===== src/rtl/core/lfht_pkg.sv =====
`timescale 1ns / 1ps
// ============================================================================
// lfht_pkg
// Shared types, constants and helpers for the lowest-free handle table.
// ============================================================================
package lfht_pkg;

    localparam int SLOTS        = 4096;
    localparam int HANDLE_BITS  = 32;
    localparam int SLOT_BITS    = 12;
    localparam int SIZE_BITS    = 13;
    localparam int ROW_WIDTH    = 64;
    localparam int BIT_IDX_BITS = $clog2(ROW_WIDTH);
    localparam int ROWS         = SLOTS / ROW_WIDTH;
    localparam int ROW_IDX_BITS = $clog2(ROWS);
    localparam int SLOT_AW      = ROW_IDX_BITS + BIT_IDX_BITS;

    localparam logic [SIZE_BITS-1:0] SIZE_RESET = SIZE_BITS'(SLOTS);
    localparam logic [SIZE_BITS-1:0] SIZE_MAX   = SIZE_BITS'(SLOTS);

    localparam logic [1:0] CMD_ALLOC = 2'd0;
    localparam logic [1:0] CMD_FREE  = 2'd1;
    localparam logic [1:0] CMD_GET   = 2'd2;
    localparam logic [1:0] CMD_RSVD  = 2'd3;

    localparam logic [2:0] ST_OK    = 3'd0;
    localparam logic [2:0] ST_FULL  = 3'd1;
    localparam logic [2:0] ST_EMPTY = 3'd2;
    localparam logic [2:0] ST_RANGE = 3'd3;
    localparam logic [2:0] ST_NULL  = 3'd4;

    typedef struct packed {
        logic [1:0]             cmd;
        logic [SLOT_BITS-1:0]   slot;
        logic [HANDLE_BITS-1:0] handle;
    } lfht_in_t;

    typedef struct packed {
        logic [2:0]             status;
        logic [SLOT_BITS-1:0]   slot_out;
        logic [HANDLE_BITS-1:0] handle_out;
        logic                   take_ref;
        logic                   release_ref;
    } lfht_out_t;

    // Commands from the controller to the datapath.
    typedef struct packed {
        logic load;        // capture the request
        logic save_early;  // register a result decided without the store
        logic issue_read;  // read the occupancy row and the handle store
        logic eval;        // decide from the row, commit writes, register result
        logic push_out;    // move the result into the output register
    } lfht_ctl_t;

    // Status from the datapath to the controller.
    typedef struct packed {
        logic early_fail;
        logic out_free;
    } lfht_sts_t;

    // Index of the lowest clear bit of a row. The add isolates that bit as a
    // one-hot word, which is then encoded bit by bit.
    function automatic logic [BIT_IDX_BITS-1:0] lowest_zero(input logic [ROW_WIDTH-1:0] v);
        logic [ROW_WIDTH-1:0]    oh;
        logic [BIT_IDX_BITS-1:0] idx;
        oh  = ~v & (v + ROW_WIDTH'(1));
        idx = '0;
        for (int i = 0; i < ROW_WIDTH; i++) begin
            if (oh[i])
            begin
                idx = idx | BIT_IDX_BITS'(i);
            end
        end
        return idx;
    endfunction

endpackage


===== src/rtl/core/lfht_ctrl.sv =====
`timescale 1ns / 1ps
// ============================================================================
// lfht_ctrl
// Request sequencer: capture, early check, store read, evaluate, hand off.
// ============================================================================
module lfht_ctrl (
    input  logic              clk,
    input  logic              rst_n,
    input  logic              in_valid,
    output logic              in_ready,
    input  lfht_pkg::lfht_sts_t sts,
    output lfht_pkg::lfht_ctl_t ctl
);
    import lfht_pkg::*;

    localparam logic [1:0] S_IDLE  = 2'd0;
    localparam logic [1:0] S_CHECK = 2'd1;
    localparam logic [1:0] S_EVAL  = 2'd2;
    localparam logic [1:0] S_DONE  = 2'd3;

    logic [1:0] state_reg;
    logic [1:0] state_next;

    assign in_ready = (state_reg == S_IDLE);

    always_comb
    begin
        state_next = state_reg;
        ctl        = '0;
        case (state_reg)
            S_IDLE:
            begin
                if (in_valid)
                begin
                    ctl.load   = 1'b1;
                    state_next = S_CHECK;
                end
            end
            S_CHECK:
            begin
                if (sts.early_fail)
                begin
                    ctl.save_early = 1'b1;
                    state_next     = S_DONE;
                end
                else
                begin
                    ctl.issue_read = 1'b1;
                    state_next     = S_EVAL;
                end
            end
            S_EVAL:
            begin
                ctl.eval   = 1'b1;
                state_next = S_DONE;
            end
            S_DONE:
            begin
                if (sts.out_free)
                begin
                    ctl.push_out = 1'b1;
                    state_next   = S_IDLE;
                end
            end
            default:
            begin
                state_next = S_IDLE;
            end
        endcase
    end

    always_ff @(posedge clk or negedge rst_n)
    begin
        if (!rst_n)
        begin
            state_reg <= S_IDLE;
        end
        else
        begin
            state_reg <= state_next;
        end
    end

    // The evaluation step always works on data read in the cycle before.
    a_eval_after_read: assert property (@(posedge clk) disable iff (!rst_n)
        ctl.eval |-> $past(ctl.issue_read))
        else $error("evaluation without a preceding store read");

endmodule


===== config.mk =====
export PLATFORM = sky130hd
export DESIGN_NAME = lfht_ctrl
export DESIGN_NICKNAME = d
export VERILOG_FILES = /design/src/rtl/core/lfht_pkg.sv /design/src/rtl/core/lfht_ctrl.sv
export SDC_FILE = /design/constraint.sdc
export NUM_CORES = 1
export LEC_CHECK = 0
export ABC_AREA = 1
export BUFFER_PORTS_ARGS = -buffer_cell sky130_fd_sc_hd__buf_2
export CAP_MARGIN = 20
export CORE_AREA = 2 2 39 41
export DETAILED_ROUTE_END_ITERATION = 10
export DIE_AREA = 0 0 41 43
export GPL_TIMING_DRIVEN = 1
export HOLD_SLACK_MARGIN = 0.15
export MAX_ROUTING_LAYER = met4
export PLACE_DENSITY = 0.39
export SETUP_SLACK_MARGIN = 0.5
export SLEW_MARGIN = 20
export SYNTH_ARGS = -nofsm -noshare
export SYNTH_HDL_FRONTEND = slang
export SYNTH_SLANG_ARGS = --single-unit

===== constraint.sdc =====
create_clock -name clk -period 3.5 [get_ports clk]
set_clock_uncertainty 0.2 [all_clocks]
set_input_delay 0.525 -clock clk [delete_from_list [all_inputs] [get_ports clk]]
set_output_delay 0.525 -clock clk [all_outputs]
set_load 0.1 [all_outputs]

==> out/summary.json, run 1 <==
{
  "critPathLaunchType": "register",
  "largest_reg_flops": 2,
  "r2r_setup_slack_ps": 2170,
  "hold_viol": 0,
  "final_period_minus_worst_setup_slack_ps": 2210,
  "min_path_type": "register to register",
  "reg2reg_depth": 6,
  "synth.top_cells.by_area": "sky130_fd_sc_hd__dfrtp_1 (24%), sky130_fd_sc_hd__ha_1 (24%), sky130_fd_sc_hd__nand2_1 (18%)",
  "drc": 0,
  "place_congestion": 0.627,
  "final.setup.tns_ps": 0,
  "cts-root-to-sink-buffers": 2,
  "final-setup-viol-count": 0,
  "via_density": 3.28,
  "floorplan.initialDensity": 0.150,
  "gr-total-overflow": 0,
  "critical_path_arrival_ps": 1490,
  "worst-endpoint-required_ps": 2770,
  "cts_made_buffers": 3,
  "routedWlPerCell_um": 6.52,
  "cts_root_buffer": "sky130_fd_sc_hd__clkbuf_4",
  "drt_first_pass_iters": 2,
  "synth.yosys.warnings": 0,
  "synth.net_count": 40,
  "layout-drive-gt1-share": 0.356,
  "floorplan.die_area_um2": 1760,
  "diodes": 0,
  "num-fill-cells": 164,
  "placementRows": 14,
  "number_of_antenna_violations_at_the_first_check_in_global_routing": 0,
  "timing.hold.worst_path_depth": 2,
  "fp.dieW_um": 41,
  "timing.fmax_mhz": 452,
  "yosysSeqAreaShare": 0.241,
  "most-common-layout-cells": "sky130_fd_sc_hd__nand2_1 (10), sky130_fd_sc_hd__buf_2 (10), sky130_fd_sc_hd__inv_1 (9)",
  "die_h_um": 43,
  "final_routed_wirelength_um": 398,
  "synth_cell_type_count": 8,
  "syn_area_per_cell_um2": 6.70,
  "first_global_vias": 162,
  "max_slew.worst_pin.slew_ps": 485,
  "outcome": "completed",
  "detailed_place_hpwl_um": 333,
  "antenna_left": 0,
  "grt_max_degree": 6,
  "synth-seq-cells": 2,
  "timing.slew.headroom": 0.679,
  "cts_htree_levels": 1,
  "clock_transition_at_path_regs_ps": 30,
  "synthCells": 31,
  "vias": 200,
  "grt_pass1_wl_um": 641,
  "maxSlewViolCount": 0,
  "synth_top_cell_by_area": "sky130_fd_sc_hd__dfrtp_1",
  "syn_to_final_growth_pct": 49.4,
  "drt_iter0_markers": 7,
  "numClockSinks": 2,
  "grt_setup_unrepaired": "false",
  "min_period_over_period": 0.632,
  "endpoint_kind": "output port",
  "clk-insertion-delay-late_ps": 220,
  "drv_cap": 0,
  "global_route.usage.total": 0.0637,
  "post-place-ws_ps": 1510,
  "netlist_area_um2": 208,
  "fin_ws_ps": 1290,
  "tritoncts": "yes",
  "core_area_um2": 1380,
  "layout.nets": 56,
  "ioPinCount": 11,
  "post-cts-setup-buffer-count": 0,
  "port_buffers": 10,
  "synthDominantCellAreaShare": 0.241,
  "critPathMaxFanout": 4,
  "path_class": "register to output port"
}
## cell type report
type                            count  area, um^2  share of cell area
Multi-Input combinational cell     20         124               0.399
Timing Repair Buffer               11        60.1               0.194
Tap cell                           16        20.0              0.0645
Sequential cell                     2        50.0               0.161
Clock buffer                        3        22.5              0.0726
Inverter                            9        33.8               0.109
## kinds of logic (layout without fill, tap and decap cells)
logic type	count (synthesis)	after routing	share of synthesized area
buf+inv	9	23	0.163
simple gates	16	16	0.355
flops	2	2	0.241
fa+ha+maj	4	4	0.241
## path summary, 6_finish.rpt
kind	startpoint	end
max in group asynchronous	rst_n	state_reg[1]$_DFFE_PN0P_
setup / recovery	state_reg[0]$_DFFE_PN0P_	ctl[4]
hold / removal	state_reg[0]$_DFFE_PN0P_	state_reg[0]$_DFFE_PN0P_
min in group asynchronous	rst_n	state_reg[0]$_DFFE_PN0P_
hold reg to reg	state_reg[0]$_DFFE_PN0P_	state_reg[0]$_DFFE_PN0P_
setup reg to reg	state_reg[1]$_DFFE_PN0P_	state_reg[0]$_DFFE_PN0P_
## Yosys cell counts
library cell and number:
sky130_fd_sc_hd__inv_1 9, sky130_fd_sc_hd__nand2_1 10, sky130_fd_sc_hd__nor2_1 1, sky130_fd_sc_hd__nand2_2 2, sky130_fd_sc_hd__dfrtp_1 2, sky130_fd_sc_hd__nand3_2 1, sky130_fd_sc_hd__nand3_1 2, sky130_fd_sc_hd__ha_1 4
## through the flow
stage,cell area [um^2],util,std cells,hold WS [ps]
floorplan,208,-,31,29.4
global placement,278,0.201,57,114
detailed placement,278,0.201,57,116
CTS,310,0.224,61,343
global route,310,0.224,61,381
finish,310,0.224,61,330
## routing by layer
layer | GRT usage | vias up | wire length, um
li1 | - | 117 | -
met1 | 0.0703 | 77 | 209
met2 | 0.0594 | 6 | 149
met3 | 0.0942 | 0 | 38
met4 | 0.0200 | 0 | 0
met5 | - | - | 0
## critical path: stages, from the launching register on
cell                      delay (ps)
sky130_fd_sc_hd__dfrtp_1         400
sky130_fd_sc_hd__inv_1           110
sky130_fd_sc_hd__ha_1            230
sky130_fd_sc_hd__nand2_1          60
sky130_fd_sc_hd__inv_1            40
sky130_fd_sc_hd__buf_2           410
## repair_timing
| action | CTS | global route |
|---|---|---|
| hold endpoints to repair | 2 | 0 |
| resized for setup | 0 | 0 |
| hold buffers | 1 | 0 |
Power of run 1 is not shown: default switching activity piles up to over one toggle a cycle in this logic, so the estimate is an artifact.
==> run 2, diff against run 1 <==
--- a/config.mk
+++ b/config.mk
@@ -14,7 +14,7 @@
 export GPL_TIMING_DRIVEN = 1
 export HOLD_SLACK_MARGIN = 0.15
 export MAX_ROUTING_LAYER = met4
-export PLACE_DENSITY = 0.39
+export PLACE_DENSITY = 0.4
 export SETUP_SLACK_MARGIN = 0.5
 export SLEW_MARGIN = 20
 export SYNTH_ARGS = -nofsm -noshare
==> constraint.sdc (replaced) <==
create_clock -name clk -period 2 [get_ports clk]
set_clock_uncertainty 0.2 [all_clocks]
set_input_delay 0.3 -clock clk [delete_from_list [all_inputs] [get_ports clk]]
set_output_delay 0.3 -clock clk [all_outputs]
set_load 0.1 [all_outputs]
==> run 2 against run 1 <==
Against the previous run: non-clock buffer count up 3; core utilization up 12 points; hold slack worse by 130 ps; largest cell class unchanged; global-route usage rose by 0.53 points; via count up 22%; sequential share of layout area down 5.4 points; register-to-register slack got worse by 1500 ps; first-iteration DRC count shrank 29%; routed wire length increased by 11%; count of clock-buffer cells in the layout stayed put; critical endpoint unchanged.
==> out/summary.json, run 2 (same netlist as run 1, synthesis figures left out) <==
{
  "syn_to_final_growth": {"value": 130, "unit": "%", "change": "was 49.4%"},
  "worst-endpoint-required": {"value": 1500, "unit": "ps", "change": "was 2770 ps"},
  "reg2reg_depth": {"value": 7, "change": "was 6"},
  "drt_first_pass_iters": {"value": 4, "change": "was 2"},
  "diodes": {"value": 0, "change": "unchanged"},
  "critical_path_arrival": {"value": 1200, "unit": "ps", "change": "was 1490 ps"},
  "antenna_left": {"value": 0, "change": "unchanged"},
  "final.setup.tns": {"value": 0, "unit": "ps", "change": "unchanged"},
  "drc": {"value": 0, "change": "unchanged"},
  "maxSlewViolCount": {"value": 0, "change": "unchanged"},
  "endpoint_kind": {"value": "output port", "change": "unchanged"},
  "largest_reg_flops": {"value": 2, "change": "unchanged"},
  "final-setup-viol-count": {"value": 0, "change": "unchanged"},
  "path_class": {"value": "register to output port", "change": "unchanged"},
  "max_slew.worst_pin.slew": {"value": 125, "unit": "ps", "change": "was 485 ps"},
  "placementRows": {"value": 14, "change": "unchanged"},
  "hold_slack": {"value": 198, "unit": "ps", "change": "was 330 ps"},
  "fp.dieW": {"value": 41, "unit": "um", "change": "unchanged"},
  "most-common-layout-cells": {"value": "sky130_fd_sc_hd__nand2_1 (7), sky130_fd_sc_hd__buf_12 (5), sky130_fd_sc_hd__nand2_2 (4), sky130_fd_sc_hd__inv_1 (4), sky130_fd_sc_hd__buf_2 (4)", "change": "was sky130_fd_sc_hd__nand2_1 (10), sky130_fd_sc_hd__buf_2 (10), sky130_fd_sc_hd__inv_1 (9)"},
  "critPathTopFamily": {"value": "flip-flops", "change": "was buffers and inverters"},
  "cts_root_buffer": {"value": "sky130_fd_sc_hd__clkbuf_4", "change": "unchanged"},
  "post-place-ws": {"value": 343, "unit": "ps", "change": "was 1510 ps"},
  "clock_transition_at_path_regs": {"value": 30, "unit": "ps", "change": "about the same"},
  "min_path_type": {"value": "input port to async pin", "change": "was register to register"},
  "layout.nets": {"value": 59, "change": "was 56"},
  "timing.critical_path.slowest_cell_delay": {"value": 430, "unit": "ps", "change": "was 410 ps"},
  "number_of_antenna_violations_at_the_first_check_in_global_routing": {"value": 0, "change": "unchanged"},
  "hold_viol": {"value": 0, "change": "unchanged"},
  "timing.fmax_mhz": 589,
  "critPathLaunchType": {"value": "register", "change": "unchanged"},
  "via_density": {"value": 3.81, "change": "was 3.28"},
  "vias": {"value": 244, "change": "was 200"},
  "drv_cap": {"value": 0, "change": "unchanged"},
  "cts_made_buffers": {"value": 3, "change": "unchanged"},
  "numClockSinks": {"value": 2, "change": "unchanged"},
  "drt_iter0_markers": {"value": 5, "change": "was 7"},
  "floorplan.die_area": {"value": 1760, "unit": "um^2", "change": "unchanged"},
  "num-fill-cells": {"value": 145, "change": "was 164"},
  "min_period_over_period": 0.849,
  "mostFrequentLayoutCell": "sky130_fd_sc_hd__nand2_1",
  "cts-root-to-sink-buffers": {"value": 2, "change": "unchanged"},
  "core_area": {"value": 1380, "unit": "um^2", "change": "unchanged"},
  "critical_path_depth": {"value": 5, "change": "unchanged"},
  "port_buffers": {"value": 10, "change": "unchanged"},
  "place_congestion": {"value": 0.683, "change": "was 0.627"},
  "timing.slew.headroom": {"value": 0.916, "change": "was 0.679"},
  "cts_htree_levels": {"value": 1, "change": "unchanged"},
  "clk-insertion-delay-late": {"value": 220, "unit": "ps", "change": "about the same"},
  "fin_ws": {"value": 303, "unit": "ps", "change": "was 1290 ps"},
  "critPathSlowestCell": {"value": "sky130_fd_sc_hd__dfrtp_2", "change": "was sky130_fd_sc_hd__buf_2"},
  "critical_path_buf_inv_count": {"value": 3, "change": "unchanged"},
  "crit_chain": {"value": "inv_2 > ha_4 > nand2_4 > clkinvlp_4 > buf_12", "change": "was inv_1 > ha_1 > nand2_1 > inv_1 > buf_2"},
  "layout-drive-gt1-share": {"value": 0.667, "change": "was 0.356"},
  "gr-total-overflow": {"value": 0, "change": "unchanged"},
  "tritoncts": {"value": "yes", "change": "unchanged"},
  "die_h": {"value": 43, "unit": "um", "change": "unchanged"},
  "detailed_place_hpwl": {"value": 339, "unit": "um", "change": "was 333 um"},
  "ioPinCount": {"value": 11, "change": "unchanged"},
  "final_routed_wirelength": {"value": 440, "unit": "um", "change": "was 398 um"},
  "grt_setup_unrepaired": {"value": "true", "change": "was false"},
  "final_period_minus_worst_setup_slack_ps": 1700,
  "routedWlPerCell": {"value": 6.88, "unit": "um", "change": "was 6.52 um"},
  "postLayoutCoreUtil": {"value": 0.345, "change": "was 0.224"},
  "critPathMaxFanout": {"value": 4, "change": "unchanged"},
  "grt_pass1_wl": {"value": 807, "unit": "um", "change": "was 641 um"},
  "global_route.usage.total": {"value": 0.0689, "change": "was 0.0637"},
  "outcome": {"value": "completed", "change": "unchanged"},
  "floorplan.initialDensity": {"value": 0.150, "change": "unchanged"},
  "first_global_vias": {"value": 210, "change": "was 162"},
  "grt_max_degree": {"value": 5, "change": "was 6"}
}
[run 2: cell count changes in the layout (fill, tap and decap cells not counted), sizes merged]
cell	before	now
buf	10	13
clkinvlp	0	3
inv	9	6
[run 2: area by class of cell]
type	instances	area (um^2)	area share
Multi-Input combinational cell	20	171	0.359
Tap cell	16	20.0	0.0419
Inverter	9	45.0	0.0942
Clock buffer	3	22.5	0.0471
Timing Repair Buffer	14	168	0.351
Sequential cell	2	51.3	0.107
[run 2: worst paths after layout]
kind / slack [ps] / from / endpoint
max: 300 / state_reg[0]$_DFFE_PN0P_ / ctl[4]
max in group asynchronous: 1300 / rst_n / state_reg[0]$_DFFE_PN0P_
min reg2reg: 370 / state_reg[0]$_DFFE_PN0P_ / state_reg[0]$_DFFE_PN0P_
min in group clk: 280 / sts[1] / state_reg[0]$_DFFE_PN0P_
min: 200 / rst_n / state_reg[0]$_DFFE_PN0P_
max reg2reg: 620 / state_reg[0]$_DFFE_PN0P_ / state_reg[0]$_DFFE_PN0P_
[run 2: metal layers]
metal  vias up  share of wire  track usage
li1        126              -            -
met1       105           0.35       0.0932
met2        13           0.53       0.0906
met3         0           0.11       0.0157
met4         0              0       0.0400
met5         -              0            -
[run 2: timing repair]
item	CTS	global route
gates cloned	0	0
resized for setup	16	0
setup buffers	3	0
setup endpoints to repair	6	6
endpoints found under the hold margin	2	0
pin swaps	2	0
hold buffers	1	0
[run 2: metrics by stage]
stage / std cells / cell area, um^2
6_report: 64 / 478
5_1_grt: 64 / 478
4_1_cts: 64 / 478
3_5_place_dp: 57 / 362
3_3_place_gp: 57 / 362
2_1_floorplan: 31 / 246
[run 2: worst register-to-register path: cells and delay by family (launching register included)]
family / cells / cell delay (ps)
buf+inv: 2 / 210
fa+ha+maj: 1 / 170
flops: 1 / 410
simple gates: 4 / 270
Power of run 2 is left out for the same reason.
